[src/rtl/core/assert_macros.svh]
// assertion macros shared by the list core
// used by birl_ctrl and bounded_insert_remove_list_top; expects i_clk and i_rst_n in scope
`ifndef ASSERT_MACROS_SVH
`define ASSERT_MACROS_SVH

// property that must hold at every clock edge outside reset
`define BIRL_ASSERT(label, prop, msg) \
    label: assert property (@(posedge i_clk) disable iff (!i_rst_n) (prop)) else $error(msg);

// antecedent in one cycle implies consequent in the next
`define BIRL_ASSERT_NEXT(label, ante, cons, msg) \
    label: assert property (@(posedge i_clk) disable iff (!i_rst_n) (ante) |=> (cons)) \
        else $error(msg);

`endif

[src/rtl/core/birl_pkg.sv]
// shared types and constants of the bounded list core
// no dependencies; imported by birl_cell, birl_ctrl and the top level
package birl_pkg;

    localparam int DEPTH_DEF  = 64;
    localparam int DATA_W_DEF = 32;
    localparam int CNT_W      = 7;
    localparam int POS_W      = 6;
    localparam int MODE_W     = 2;
    localparam int ST_W       = 2;

    localparam logic [CNT_W-1:0] CAP_RESET = 7'd64;

    typedef enum logic [MODE_W-1:0] {
        MODE_INSERT,
        MODE_REMOVE,
        MODE_READ,
        MODE_CLEAR
    } t_mode;

    typedef enum logic [ST_W-1:0] {
        ST_OK,
        ST_BAD_POS,
        ST_FULL,
        ST_EMPTY
    } t_status;

    // broadcast to every cell of the chain
    typedef struct packed {
        logic             acc;
        logic             ins;
        logic             rem;
        logic             rd;
        logic [POS_W-1:0] pos;
    } t_cell_ctl;

    // per-request result fields other than the read data
    typedef struct packed {
        t_status          status;
        logic [CNT_W-1:0] count;
        logic             full;
        logic             empty;
    } t_resp;

endpackage

[src/rtl/core/birl_cell.sv]
// one slot of the list: holds an entry and trades it with its neighbors
// depends on birl_pkg for the control struct
module birl_cell
    import birl_pkg::*;
#(
    parameter int DATA_WIDTH = DATA_W_DEF,
    parameter int IDX        = 0
) (
    input  logic                  i_clk,
    input  t_cell_ctl             i_ctl,
    input  logic [DATA_WIDTH-1:0] i_value,
    input  logic [DATA_WIDTH-1:0] i_below,
    input  logic [DATA_WIDTH-1:0] i_above,
    output logic [DATA_WIDTH-1:0] o_data,
    output logic [DATA_WIDTH-1:0] o_tap
);

    logic [DATA_WIDTH-1:0] r_data;
    logic [DATA_WIDTH-1:0] n_data;
    logic [DATA_WIDTH-1:0] r_tap;
    logic [DATA_WIDTH-1:0] n_tap;
    logic                  w_at_pos;
    logic                  w_above_pos;

    // where this slot sits relative to the requested position
    always_comb begin
        w_at_pos    = (IDX < (2 ** POS_W)) && (int'(i_ctl.pos) == IDX);
        w_above_pos = IDX > int'(i_ctl.pos);
    end

    // insert opens a hole at the position, remove closes it
    always_comb begin
        n_data = r_data;
        if (i_ctl.ins && w_at_pos) begin
            n_data = i_value;
        end else if (i_ctl.ins && w_above_pos) begin
            n_data = i_below;
        end else if (i_ctl.rem && (w_at_pos || w_above_pos)) begin
            n_data = i_above;
        end
        n_tap = (i_ctl.rd && w_at_pos) ? r_data : '0;
    end

    // entry and read tap, payload only
    always_ff @(posedge i_clk) begin
        r_data <= n_data;
        if (i_ctl.acc) begin
            r_tap <= n_tap;
        end
    end

    assign o_data = r_data;
    assign o_tap  = r_tap;

endmodule

[config.mk]
export PLATFORM = sky130hd
export DESIGN_NAME = birl_cell
export DESIGN_NICKNAME = d
export VERILOG_FILES = /design/src/rtl/core/assert_macros.svh /design/src/rtl/core/birl_pkg.sv /design/src/rtl/core/birl_cell.sv
export SDC_FILE = /design/constraint.sdc
export NUM_CORES = 1
export LEC_CHECK = 0
export BUFFER_PORTS_ARGS = -buffer_cell sky130_fd_sc_hd__buf_2
export CELL_PAD_IN_SITES_DETAIL_PLACEMENT = 1
export CELL_PAD_IN_SITES_GLOBAL_PLACEMENT = 2
export CORE_UTILIZATION = 29
export DETAILED_ROUTE_END_ITERATION = 7
export PLACE_DENSITY = 0.85
export SYNTH_ARGS = -nofsm -noshare
export SYNTH_HDL_FRONTEND = slang
export SYNTH_SLANG_ARGS = --single-unit
[constraint.sdc]
create_clock -name i_clk -period 3.8 [get_ports i_clk]
set_input_delay 0 -clock i_clk [delete_from_list [all_inputs] [get_ports i_clk]]
set_output_delay 0 -clock i_clk [all_outputs]
set_load 0.01 [all_outputs]
**Word-level counts from Yosys, hierarchy flattened**

Cells that the tools add are included.

- Register bits after elaboration: 64
- Input bits: 107
- Output and inout port bits: 64
- Word-level logic and storage cells: 9

- Mux-type cells: 2
- Reductions and logical operators: 5

Operators with widths:

| operator | number |
|---|---|
| $mux 32 | 2 |
| $logic_not 6->1 | 1 |
| $logic_and 1x1->1 | 3 |
| $reduce_bool 2->1 | 1 |

**Longest topological paths before layout**

- Depth in word-level cells: 4
- Mapped depth: 4
- Mapped depth without buffers: 3

**Least setup slack after synthesis**

Ideal clock, no wire load.

- Path type: input port to flip-flop
- Start point: input i_ctl[5] (netlist bit)
- End point: register r_data[0] (netlist: o_data[0]) (enable)
- Library setup time: 0.387 ns
- Arrival time: 1.132 ns
- Required time: 3.413 ns
- Path slack: 2.281 ns
- Stages on the path: 2
- Cell sequence: nor4_4 > o211a_1

- Longest elaborated chain between the ends: 3

RTL lines:

| element | RTL line | RTL |
|---|---|---|
| start: declaration | birl_cell.sv:10 | `input t_cell_ctl i_ctl,` |
| $logic_not 6->1 * | birl_cell.sv:27 | `w_at_pos = (IDX < (2 ** POS_W)) && (int'(i_ctl.pos) == IDX);` |
| $logic_and 1x1->1 (on tied branches) | birl_cell.sv:34, birl_cell.sv:38 |  |
| $reduce_bool 2->1 (no source line) * | - |  |
| end signal: assignment | birl_cell.sv:46 | `r_data <= n_data;` |
| end: declaration | birl_cell.sv:18 | `logic [DATA_WIDTH-1:0] r_data;` |

Every way passes the cells marked *; elsewhere a longest branch is shown, timed or not.
A chain may end at the register's enable or synchronous reset.

**Worst setup path in the final report**

- Start point: input i_ctl[5] (netlist bit)
- End point: register r_data[14] (netlist: o_data[14]), data pin

- Longest elaborated chain between the ends: 3

RTL lines:

| element | RTL line | RTL |
|---|---|---|
| $logic_not 6->1 | birl_cell.sv:27 |  |
| $logic_and 1x1->1 | birl_cell.sv:34 | `if (i_ctl.ins && w_at_pos) begin` |
| $mux 32 | birl_cell.sv:34 |  |
| named net n_data[14] | birl_cell.sv:19 | `logic [DATA_WIDTH-1:0] n_data;` |

The timed path passes the listed nets, and every way through them passes these cells.

==> results.md <==
* GP Congestion at around 0.7
* Number of synthesized flops with an enable pin at 64
* Tot GR Track Use at about 14%
* Syn nets at 246
* Top FF cell, synth: edfxtp_1
* Syn Inst Count at around 140
* Share of cells above drive strength 1 at between 50% and 60%
* CTS tree: built
* First-pass GRT wire length at just over 10 mm
* Die ar. at 9710 um^2
* Via density at 4.23
* Worst R2R End: o_tap[30]
* Final Max Slew Viols at 0
* Number of gates resized after cts at 0
* Placement Setup Slack at around 1.8 ns
* Cell Pwr Density at 364 nW/um^2
* Max Cap Viol at 0
* Synth unique cells at 11
* Row count at 34
* Vias in the first global route at a little over 2k
* Adder-Cell Fraction of Synth Area at 0%
* Largest net degree at the start of global routing at 33
* Sequential fraction of the synthesis area at 71.1%
* Clk buf depth at 2
* Crit start category: primary input
* Critical Path RT at about 3.9 ns
* I/O pin total at roughly 170
* Initial antenna violation count at 0
* Yosys top cell area share at 71.1%
* Post-route worst setup slack at approximately 1.7 ns
* Netlist Area Pre-Place at 2700 um^2
* Violated checks: design-rule violations
* Post-synthesis mux area share at about 18%
* Initial Util at 30.4%
* DR DRC count at 16
* DR pass1 iterations at 6
* Max Clock Skew at ~0.0096 ns
* Crit end category: flip-flop
* Share of flip-flops with an asynchronous set or reset at 0%
* Syn avg cell area at just under 20 um^2
* Core ar. at roughly 8900 um^2
* Largest family of logic cells by synthesized area: multiplexers
* Top cells by area, synth: edfxtp_1 71%, mux2_4 17%, and2_1 7.4%
* Via count at roughly 2.0k
* Worst EP arrival at approximately 2.2 ns
* Leakage at 2.00 nW
* Final Cycle Share at between 50% and 60%
* Slew HR at between 40% and 50%
* Sw frac at between 20% and 30%
* Setup violations, final at 0
* Hold Path Class: in -> reg
* CP Class: in -> reg
* Worst setup path startpoint: i_ctl[5]
* Die Height at approximately 99 um
* Worst-Skew Late Latency at between 0.3 and 0.4 ns
* Clock buffer count from CTS at 9
* Layout area overhead at 60.9%
* Initial DRC Count at 31
* Switching power at ~0.32 mW
* Fraction of power consumed by the clock network at about two fifths
* GRT Residual Overflow at 0
* Post-synthesis compound-gate area fraction at less than 1%
* Final Net Count at between 400 and 500
* # hold bufs at CTS at 64
* CTS root buf: clkbuf_8
* Count of antenna-violating nets left after detailed routing at 0
* XOR/XNOR Fraction of Synth Area at 0%
* Top post-synthesis cells by count: 64 x edfxtp_1, 32 x and2_1, 30 x mux2_4
* Fin. Hold Viols at 0
* Warnings from Yosys at 0
* Slew @ Worst Pin at just under 0.9 ns
* Area leader, netlist: edfxtp_1
* #FFs+latches synth at 64
* Htree depth at 3
* Buffers on Ports at approximately 140
* Crit path time final at between 2 and 2.5 ns
* RSZ-0062 raised after global routing: false
* Reg-to-reg startpoint: o_data[30]
* P_int at between 1 and 1.5 mW
* Crit path to: o_data[14]
* Wire per inst at roughly 14 um
* Outcome: complete, but fails checks
* Setup TNS at 0 ns
* Post-CTS Setup Repair Bufs at 0
* Logic pwr share at under 10%
* Placed Cells incl. Taps at 380
* Synth Area in Simple Gates at 9.21%
* CTS Sinks at 64
* Worst VDD drop at between 0.2 and 0.25 mV
* Flop2flop setup slack at approximately 3.0 ns
* Die X at 98.5 um
* Max FO, Critical Path at 32
* Most common cell in the synthesized netlist: edfxtp_1
* Finished Layout Cells at roughly 460
* WL final at 6.51 mm
* FF-to-FF path depth at 1
* Clk slew on worst S/H paths at about 0.08 ns
* Flop pwr share at 50.0%
* Fmax at about 0.47 GHz
## layout make-up
cell class / instances / area [um^2]
clock buffer: 9 / 124
tap: 108 / 135
multi-input combinational: 69 / 732
clock inverter: 7 / 93.8
sequential: 64 / 1920
antenna: 1 / 2.50
timing repair buffer: 203 / 1340
fill: 925 / 4540
## cell usage in the layout, fill, tap and decap left out, drive strengths merged
cell         count
nand3            1
and2            32
buf            139
inv              2
mux2            32
dlygate4sd3     64
clkinv           3
nor4             1
clkbuf           9
bufinv           2
and3             1
diode            1
nor2             1
o211a            1
edfxtp          64
## cell families (layout without fill, tap and decap cells)
group | count (synthesis) | after routing
buffers and inverters | 6 | 219
muxes | 32 | 32
other | 0 | 1
and+or+nand+nor | 36 | 36
AOI/OAI and AO/OA | 1 | 1
DFF | 64 | 64
## layer usage
| metal | share of wire (%) | vias up | global-route usage (%) |
|---|---|---|---|
| li1 | - | 935 | - |
| met3 | 5.3 | 9 | 2.27 |
| met2 | 58 | 75 | 28.5 |
| met5 | 0 | - | 0 |
| met4 | 1.9 | 0 | 6.77 |
| met1 | 34 | 932 | 13.4 |
## through the flow
| stage | instance area (um^2) | total power, mW | util, % | hold slack [ns] |
|---|---|---|---|---|
| final | 4350 | 1.58 | 48.9 | 0.269 |
| after global routing | 4350 | 1.64 | 48.9 | 0.299 |
| after CTS | 4350 | 1.60 | 48.9 | 0.277 |
| after detailed placement | 3490 | 0.909 | 39.2 | 0.304 |
| after global placement | 3490 | 0.905 | 39.2 | 0.302 |
| after floorplan | 2700 | 0.846 | - | 0.112 |
## worst max-delay path: stages
cell and delay, ns:
buf_2 0.11, nor4_4 0.43, nand3_4 0.57, mux2_4 0.51, dlygate4sd3_1 0.56
## state kept, by name (all words and copies together), names as in the netlist
signal	cells
o_data	32
o_tap	32
## how the worst min path moves through the flow
stage / from / end / slack, ns / cells past startpoint
floorplan: i_ctl[9] / o_tap[0] / 0.11 / 0
global placement: i_above[29] / o_data[29] / 0.30 / 2
detailed placement: i_above[17] / o_data[17] / 0.30 / 2
CTS: i_ctl[9] / o_tap[24] / 0.28 / 1
global route: i_ctl[9] / o_tap[28] / 0.30 / 1
finish: i_ctl[9] / o_tap[28] / 0.27 / 1
## power by group through the flow
stage               logic [mW]  registers [mW]  clock network (mW)
floorplan               0.0312           0.815                   0
global placement        0.0978           0.807                   0
detailed placement       0.101           0.808                   0
CTS                      0.151           0.792               0.660
global route             0.163           0.793               0.684
finish                   0.151           0.792               0.640
Note: power is estimated with default switching activity, not from simulation.
