`config.mk`:
```
export PLATFORM = sky130hd
export DESIGN_NAME = birl_ctrl
export DESIGN_NICKNAME = d
export VERILOG_FILES = /design/src/rtl/core/birl_pkg.sv /design/src/rtl/core/birl_ctrl.sv
export VERILOG_INCLUDE_DIRS = /design/src /design/src/rtl/core
export SDC_FILE = /design/constraint.sdc
export NUM_CORES = 1
export LEC_CHECK = 0
export BUFFER_PORTS_ARGS = -buffer_cell sky130_fd_sc_hd__buf_2
export CORE_UTILIZATION = 40
export CTS_CLUSTER_SIZE = 24
export DETAILED_ROUTE_END_ITERATION = 16
export GPL_TIMING_DRIVEN = 0
export PLACE_DENSITY = 0.7
export SYNTH_ARGS = -nofsm -noshare
export SYNTH_HDL_FRONTEND = slang
export SYNTH_SLANG_ARGS = --single-unit
```
`constraint.sdc`:
```
create_clock -name i_clk -period 5.7 [get_ports i_clk]
set_input_delay 0.285 -clock i_clk [delete_from_list [all_inputs] [get_ports i_clk]]
set_output_delay 0.285 -clock i_clk [all_outputs]
set_load 0.01 [all_outputs]
```
`src/rtl/core/assert_macros.svh`:
```
// assertion macros shared by the list core
// used by birl_ctrl and bounded_insert_remove_list_top; expects i_clk and i_rst_n in scope
`ifndef ASSERT_MACROS_SVH
`define ASSERT_MACROS_SVH

// property that must hold at every clock edge outside reset
`define BIRL_ASSERT(label, prop, msg) \
    label: assert property (@(posedge i_clk) disable iff (!i_rst_n) (prop)) else $error(msg);

// antecedent in one cycle implies consequent in the next
`define BIRL_ASSERT_NEXT(label, ante, cons, msg) \
    label: assert property (@(posedge i_clk) disable iff (!i_rst_n) (ante) |=> (cons)) \
        else $error(msg);

`endif

```
`src/rtl/core/birl_pkg.sv`:
```
// shared types and constants of the bounded list core
// no dependencies; imported by birl_cell, birl_ctrl and the top level
package birl_pkg;

    localparam int DEPTH_DEF  = 64;
    localparam int DATA_W_DEF = 32;
    localparam int CNT_W      = 7;
    localparam int POS_W      = 6;
    localparam int MODE_W     = 2;
    localparam int ST_W       = 2;

    localparam logic [CNT_W-1:0] CAP_RESET = 7'd64;

    typedef enum logic [MODE_W-1:0] {
        MODE_INSERT,
        MODE_REMOVE,
        MODE_READ,
        MODE_CLEAR
    } t_mode;

    typedef enum logic [ST_W-1:0] {
        ST_OK,
        ST_BAD_POS,
        ST_FULL,
        ST_EMPTY
    } t_status;

    // broadcast to every cell of the chain
    typedef struct packed {
        logic             acc;
        logic             ins;
        logic             rem;
        logic             rd;
        logic [POS_W-1:0] pos;
    } t_cell_ctl;

    // per-request result fields other than the read data
    typedef struct packed {
        t_status          status;
        logic [CNT_W-1:0] count;
        logic             full;
        logic             empty;
    } t_resp;

endpackage

```
`src/rtl/core/birl_ctrl.sv`:
```
// count and capacity registers and the per-request decision
// depends on birl_pkg and assert_macros.svh
`include "assert_macros.svh"

module birl_ctrl
    import birl_pkg::*;
#(
    parameter int DEPTH = DEPTH_DEF
) (
    input  logic              i_clk,
    input  logic              i_rst_n,
    input  logic              i_cfg_we,
    input  logic [CNT_W-1:0]  i_cfg_data,
    input  logic              i_accept,
    input  logic [MODE_W-1:0] i_mode,
    input  logic [POS_W-1:0]  i_position,
    output t_cell_ctl         o_ctl,
    output t_resp             o_resp
);

    logic [CNT_W-1:0] r_cap;
    logic [CNT_W-1:0] r_count;
    logic [CNT_W-1:0] n_count;
    logic [CNT_W-1:0] w_cap;
    logic [CNT_W-1:0] w_pos;
    logic [CNT_W-1:0] w_new;
    t_mode            w_mode;
    t_status          w_status;

    // capacity clamped to 1..DEPTH
    always_comb begin
        if (r_cap == '0) begin
            w_cap = CNT_W'(1);
        end else if (int'(r_cap) > DEPTH) begin
            w_cap = CNT_W'(DEPTH);
        end else begin
            w_cap = r_cap;
        end
    end

    assign w_pos  = CNT_W'(i_position);
    assign w_mode = t_mode'(i_mode);

    // status and next count; full is checked before position on insert,
    // empty before position on remove
    always_comb begin
        w_status = ST_OK;
        w_new    = r_count;
        case (w_mode)
            MODE_INSERT: begin
                if (r_count >= w_cap) begin
                    w_status = ST_FULL;
                end else if (w_pos > r_count) begin
                    w_status = ST_BAD_POS;
                end else begin
                    w_new = r_count + CNT_W'(1);
                end
            end
            MODE_REMOVE: begin
                if (r_count == '0) begin
                    w_status = ST_EMPTY;
                end else if (w_pos >= r_count) begin
                    w_status = ST_BAD_POS;
                end else begin
                    w_new = r_count - CNT_W'(1);
                end
            end
            MODE_READ: begin
                if (w_pos >= r_count) begin
                    w_status = ST_BAD_POS;
                end
            end
            MODE_CLEAR: begin
                w_new = '0;
            end
            default: begin
                w_status = ST_OK;
            end
        endcase
    end

    // commands to the cell chain: insert, remove and read only for accepted words that succeed
    always_comb begin
        o_ctl.acc = i_accept;
        o_ctl.ins = i_accept && (w_mode == MODE_INSERT) && (w_status == ST_OK);
        o_ctl.rem = i_accept && (w_mode == MODE_REMOVE) && (w_status == ST_OK);
        o_ctl.rd  = i_accept && (w_mode == MODE_READ) && (w_status == ST_OK);
        o_ctl.pos = i_position;
    end

    always_comb begin
        o_resp.status = w_status;
        o_resp.count  = w_new;
        o_resp.full   = w_new >= w_cap;
        o_resp.empty  = w_new == '0;
    end

    assign n_count = i_accept ? w_new : r_count;

    // count and capacity registers
    always_ff @(posedge i_clk) begin
        if (!i_rst_n) begin
            r_count <= '0;
            r_cap   <= CAP_RESET;
        end else begin
            r_count <= n_count;
            if (i_cfg_we) begin
                r_cap <= i_cfg_data;
            end
        end
    end

    `BIRL_ASSERT_NEXT(a_insert_counts_up, o_ctl.ins, r_count == $past(r_count) + CNT_W'(1), "insert did not advance the count")
    `BIRL_ASSERT_NEXT(a_clear_empties, i_accept && (w_mode == MODE_CLEAR), r_count == '0, "clear left entries behind")

endmodule

```
---- Word level (Yosys, flattened, before mapping) ----
Index checks and enable logic that the tools add are counted.
storage, ports and cells
  register bits ........................... 14
  input port bits ......................... 19
  output and inout bits ................... 21
  logic and storage cells ................. 35
cells by class
  equal/unequal tests ..................... 3
  order comparisons ....................... 5
  add/sub/neg operators ................... 2
  reduce and logical (&&, ||, !) cells .... 11
  mux-type cells .......................... 12
operators with widths
  kind                                               number
  2-to-1 mux 7 bit                                   6
  logical NOT 7 bit                                  3
  one-hot mux 7 bit (3 select lines)                 1
  greater-or-equal comparator 7 bit                  2
  adder 7 x 1 -> 7 bit (second input constant)       1
  greater-or-equal comparator 6 x 7 -> 1 bit         1
  > comparator 6 x 7 -> 1 bit                        1
  > comparator 7 bit (second input constant)         1
  subtractor 7 x 1 -> 7 bit (second input constant)  1
  logical AND 1 bit                                  6
  one-hot mux 2 bit (3 select lines)                 1
  == test 2 bit (second input constant)              2
  logical NOT 2 bit                                  2
  2-to-1 mux 2 bit                                   2
  == test 2 x 1 -> 1 bit (second input constant)     1
  2-to-1 mux 1 bit                                   2

---- Depth between registers and ports, before layout ----
Gate-level depths: netlist (run 1).
  depth in word-level cells ............... 8
  depth in mapped cells ................... 18
  gate-level depth less buffers ........... 18

---- Worst setup path before layout (run 1) ----
No wires, ideal clock.
  kind .................................... flip-flop to output port
  start ................................... register r_count[4]
  end ..................................... output o_resp[1] (netlist name)
  cell stages (with the launch flop) ...... 17
  path buffers ............................ 0
  data arrival time ....................... 3.497 ns
  data required time ...................... 5.415 ns
  path slack .............................. 1.918 ns
  cells stage by stage .................... dfxtp_1 inv_1 ha_1 a211oi_2 nor3_1 nor3_2 o21a_4 a21oi_1 a221oi_4 ha_1 nand2b_1 a21o_1 a21o_1 and2_1 o32ai_1 nand2_1 a221o_1
RTL lines
  item                    RTL line          RTL
  start, declared         birl_ctrl.sv:22   logic [CNT_W-1:0] r_count;
  start signal, assigned  birl_ctrl.sv:106  r_count <= n_count;
  end, declared           birl_ctrl.sv:18   output t_resp o_resp

==> run_results.csv, run 1 <==
group,metric,value,unit
status,status,"finished clean",
floorplan,dieArea,4590,sq um
synth,post_synth_num_cell_types,64,
synth,netlist_top_cells_area,"dfxtp_1, ha_1, nand2_1",
power_and_ir_drop,powerDensity,200,nW/um^2
timing,slew_headroom,61.1,%
synth,synth.most_common_cell,"nand2_1",
global_route,grtUsageTotal,21.3,%
route,drt-initial-drc-count,150,
setup_path,crit_path_end_kind,"output port",
flow_run,drv_cap,0,
floorplan,ios,40,
route,vias,1713,
clock_tree,cts.sinks,14,
synth,async_flop_share,0,%
global_route,grt_max_degree,11,
placement,hpwl,3490,microns
floorplan,rows,23,
clock_tree,numCtsBuffers,3,
route,drc,0,
clock_tree,clockRootBuffer,"clkbuf_8",
clock_tree,htree_levels,1,
timing,min_period_over_period,82.2,%
layout,final_cells,306,
synth,synth.avg_cell_area,8.01,sq um
layout,drive_above_1_share,27.0,%
synth,synth_common_cells,"nand2_1, ha_1, inv_1",
setup_path,critical_path_class,"reg -> out",
synth,netlist_instances,216,
timing,tightest_slew,0.568,ns
route,routedWlPerCell,14.2,microns
clock_tree,cts_buffer_depth,2,
layout,syn2layout_area_growth,17.2,%
synth,yosys.area.top_type_share,16.2,%
synth,synth_area,1730,sq um
timing,hold_viol,0,
timing,max_freq,213,MHz
floorplan,initial_core_util,42.3,%
clock_tree,cts_tree,"done",
clock_tree,clk_latency,0.26,ns
clock_tree,cts.repair.resized,0,
setup_path,start_kind,"register",
global_route,grt_pass1_vias,1550,
floorplan,die_y,67.8,microns
power_and_ir_drop,p_leak,0.997,nW
timing,finalCriticalPeriod,4.68,ns
setup_path,path_max_fanout,9,
setup_path,r2r_slack,2.79,ns
synth,synth-edff-count,0,
timing,drv_slew,0,
setup_path,critical_path_required,5.41,ns
synth,yosysTopAreaCell,"dfxtp_1",
timing,tns,0,ns
floorplan,core-area,4090,sq um
global_route,overflow,0,
synth,synth-seq-area-share,16.2,%
timing,rsz0062_at_grt,"no",
layout,final_net_count,296,
synth,ys_ff_latch,14,
timing,fin_skew,0.00668,ns
route,postRouteAntennaNets,0,
power_and_ir_drop,ir_drop,0.000141,V
timing,setup_viol,0,
synth,yosys_warnings,0,
layout,antenna_cells,0,
clock_tree,cts.clk_slew.worst_paths,0.06,ns
placement,portBuffers,36,
synth,syn-num-nets,255,
worst_hold_path,hold_class,"in -> reg",
floorplan,die_x,67.8,microns
clock_tree,cts_setup_buffers,0,
layout,fill_cells,406,
route,routed_wl,4350,microns
setup_path,crit_arrival,4.40,ns
clock_tree,ctsHoldBuffers,0,
placement,place_congestion,0.908,
synth,synth_flop_cell,"dfxtp_1",
global_route,antenna_found_initial,0,
placement,placed_cells,302,
global_route,grt_pass1_wl,7300,microns
route,firstDrtPassIters,4,
route,viasPerCell,5.60,
[routing by layer]
layer	global-route usage, %	vias to the layer above	part of all wire (%)
li1	-	875	-
met1	27.8	745	46
met2	34.9	78	46
met3	2.20	15	4.9
met4	9.04	0	2.9
met5	0	-	0
[through the flow]
stage	power (mW)	setup WS, ns	utilization [%]	area [sq um]	hold slack [ns]
final	0.405	1.02	49.6	2030	0.244
after global routing	0.439	0.688	49.6	2030	0.254
after CTS	0.407	1.00	49.6	2030	0.247
after detailed placement	0.307	1.29	48.3	1970	0.511
after global placement	0.302	1.39	48.3	1970	0.502
after floorplan	0.255	1.92	-	1730	0.411
[critical path, stage by stage, from the launching register on]
cell	delay [ns]
dfxtp_1	0.56
inv_1	0.19
ha_1	0.33
nor2b_1	0.10
o21ai_0	0.13
a21oi_1	0.45
o21a_4	0.26
a21oi_1	0.12
a221oi_4	0.38
ha_1	0.28
nand2b_1	0.14
a21o_1	0.18
a21o_1	0.20
and2_1	0.16
o32ai_1	0.11
nand2_1	0.10
a221o_1	0.32
buf_2	0.14
[layout by cell type, fill, tap and decap left out, types with 9 or more instances in the layout]
master    n
buf_2    37
nand2_1  24
ha_1     20
inv_1    15
dfxtp_1  14
nor2_1   12
nor3_1   12
a21oi_1  11
nor2b_1   9
[cell families after synthesis]
group	synth area share (%)
and+or+nand+nor	26.8
AOI/OAI and AO/OA	28.5
buffers and inverters	8.61
adders and majority gates	14.5
DFF	16.2
muxes	4.92
xor gates and xnor gates	0.507
[where the power goes]
part / internal (mW) / leakage [nW] / switching [mW] / total [mW]
Combinational: 0.0827 / 0.853 / 0.107 / 0.190
Sequential: 0.105 / 0.116 / 0.0107 / 0.115
Clock: 0.0614 / 0.0288 / 0.0384 / 0.0998
[final timing paths]
check                     to           from  cells after the start
setup / recovery   o_resp[1]     r_count[0]                     17
hold / removal      r_cap[6]  i_cfg_data[6]                      3
setup reg to reg  r_count[4]     r_count[0]                     10
hold reg to reg     r_cap[0]       r_cap[0]                      2
[flip-flops by register name, summed over array words and instances (netlist names)]
register	count
r_cap	7
r_count	7
[cell type report]
cell class,instances,area (sq um),share of cell area (%)
plain buffers,14,81.3,4.01
clock buffers,4,55.1,2.72
inverters,18,67.6,3.33
multi-input cells,170,1300,64.1
flip-flops and latches,14,280,13.8
well taps,50,62.6,3.09
repair buffers,36,180,8.89
Power figures use the tool's default switching activity.
==> inputs of run 2 (changes only) <==
- ABC_AREA: unset -> 1
- PLACE_DENSITY: 0.7 -> 0.72
- clock period: 5.7 -> 4 ns (I/O delays scaled with it)
==> run 2 against run 1 <==
Compared with the run above: first-iteration DRC count decreased by 41%; setup slack worse by 0.71 ns; non-clock buffer count up 2; critical path type unchanged; largest cell class unchanged.
==> run_results.csv, run 2 <==
group,metric,value,unit
status,status,"finished clean",
power_and_ir_drop,ir_drop,0.000209,V
worst_hold_path,min_path_cells,3,
timing,hold_viol,0,
route,vias,1797,
layout,final_net_count,363,
clock_tree,numCtsBuffers,3,
setup_path,crit_arrival,3.49,ns
global_route,grt_pass1_vias,1488,
synth,yosysTopAreaCell,"dfxtp_1",
setup_path,start_kind,"register",
timing,tns,0,ns
route,drc,0,
clock_tree,clk_latency,0.25,ns
timing,slew_headroom,73.8,%
timing,max_freq,271,MHz
synth,synth.avg_cell_area,6.37,sq um
synth,yosys_warnings,0,
clock_tree,cts_tree,"done",
synth,synth-seq-area-share,16.0,%
route,postRouteAntennaNets,0,
clock_tree,cts_buffer_depth,2,
setup_path,critical_path_class,"reg -> out",
timing,finalCriticalPeriod,3.69,ns
route,routed_wl,4250,microns
synth,yosys.area.top_type_share,16.0,%
timing,setup_viol,0,
layout,syn2layout_area_growth,20.2,%
placement,place_congestion,0.849,
floorplan,core-area,4120,sq um
global_route,grt_pass1_wl,6740,microns
layout,final_util,51.2,%
route,routedWlPerCell,11.4,microns
setup_path,ff2ff_path_depth,18,
timing,min_period_over_period,92.3,%
floorplan,rows,23,
floorplan,initial_core_util,42.6,%
floorplan,die_y,68.2,microns
route,viasPerCell,4.82,
clock_tree,htree_levels,1,
power_and_ir_drop,p_leak,1.17,nW
synth,synth_common_cells,"nand2_1, inv_1, nor2_1",
synth,synth_area,1750,sq um
synth,synth.most_common_cell,"nand2_1",
flow_run,drv_cap,0,
timing,rsz0062_at_grt,"no",
placement,portBuffers,39,
synth,post_synth_num_cell_types,33,
clock_tree,cts.clk_slew.worst_paths,0.06,ns
timing,drv_slew,0,
global_route,antenna_found_initial,0,
layout,reg.largest.list,"r_cap: 7 flops, r_count: 7 flops",
timing,fin_skew,0.00291,ns
clock_tree,cts.sinks,14,
synth,async_flop_share,0,%
layout,layout_commonest_cell,"nand2_1",
power_and_ir_drop,powerDensity,287,nW/um^2
synth,synth-edff-count,0,
layout,layout.cells.most_common_list,"nand2_1, buf_2, inv_1",
synth,netlist_top_cells_area,"dfxtp_1, ha_1, nand2_1",
synth,netlist_instances,275,
setup_path,crit_path_end_kind,"output port",
layout,drive_above_1_share,28.2,%
floorplan,dieArea,4650,sq um
setup_path,path_max_fanout,7,
timing,holdWs,0.159,ns
setup_path,critical_path_required,3.80,ns
timing,tightest_slew,0.393,ns
synth,ys_ff_latch,14,
clock_tree,clockRootBuffer,"clkbuf_8",
placement,hpwl,3390,microns
route,firstDrtPassIters,4,
floorplan,ios,40,
synth,syn-num-nets,314,
global_route,grtUsageTotal,19.4,%
floorplan,die_x,68.2,microns
route,drt-initial-drc-count,89,
global_route,overflow,0,
synth,synth_flop_cell,"dfxtp_1",
layout,antenna_cells,0,
global_route,grt_max_degree,11,
worst_hold_path,hold_class,"in -> reg",
## run 2: cell types whose count changed in the layout (fill, tap and decap cells not counted), sizes merged, moves of 6 or more
cell,change
nor3,-12
inv,+27
o211a,-7
mux2i,-7
buf,+8
clkbuf,-6
nand3,+17
nand2,+45
o21ai,+15
nor2b,-9
nor2,+30
## run 2: final timing paths
path                  from    endpoint  slack [ns]
max               r_cap[6]   o_resp[1]        0.31
min          i_cfg_data[6]    r_cap[6]        0.16
max reg2reg       r_cap[6]  r_count[4]        1.49
min reg2reg       r_cap[4]    r_cap[4]        0.53
## run 2: power breakdown
part / internal [mW] / switching (mW)
registers: 0.150 / 0.0136
logic: 0.115 / 0.185
clock network: 0.0873 / 0.0541
## run 2: layer usage
| metal | part of all wire, % | up-vias | GRT usage [%] | routed length (microns) |
|---|---|---|---|---|
| li1 | - | 983 | - | - |
| met1 | 51 | 779 | 27.0 | 2160 |
| met2 | 45 | 31 | 29.8 | 1920 |
| met3 | 3.3 | 4 | 4.33 | 140 |
| met4 | 0.68 | 0 | 4.43 | 29 |
| met5 | 0 | - | 0 | 0 |
## run 2: cell families after synthesis
group,Yosys count,share of synthesized area [%]
AOI/OAI and AO/OA,46,16.0
and+or+nand+nor,139,38.6
adders and majority gates,20,14.3
buffers and inverters,53,13.6
xor gates and xnor gates,3,1.50
DFF,14,16.0
## run 2: area by class of cell
cell class	instances	area, sq um
buffer	8	63.8
clock buffer	4	55.1
fill	448	2010
inverter	45	178
multi-input combinational	208	1230
sequential	14	280
tap	50	62.6
timing repair buffer	44	233
## run 2: critical path, cell delays in order, from the launching register on
cell	delay, ns
dfxtp_1	0.38
clkinvlp_4	0.18
nand2_1	0.12
o21ai_1	0.11
ha_1	0.28
inv_1	0.05
nand2_1	0.04
nand2_1	0.06
nand2_1	0.09
a21oi_4	0.31
nand2_8	0.11
o211ai_1	0.20
nand3b_2	0.15
ha_1	0.29
a21boi_0	0.13
o21a_1	0.18
o21ai_0	0.14
nand2_1	0.07
nand2_1	0.07
nand2_1	0.05
nand2_1	0.05
nand2_1	0.05
buf_2	0.13
## run 2: stage by stage
| step | setup WS, ns | cell area [sq um] | total power [mW] | instances |
|---|---|---|---|---|
| final | 0.308 | 2110 | 0.605 | 373 |
| after global routing | 0.0107 | 2110 | 0.658 | 373 |
| after floorplan | 0.967 | 1750 | 0.379 | 275 |
| after detailed placement | 0.498 | 2010 | 0.457 | 364 |
| after CTS | 0.203 | 2060 | 0.600 | 368 |
| after global placement | 0.511 | 2010 | 0.453 | 364 |
## run 2: what timing repair did
action,4_1_cts,5_1_grt
hold buffers,0,0
resized for setup,0,2
setup endpoints to repair,0,1
buffers inserted,0,5
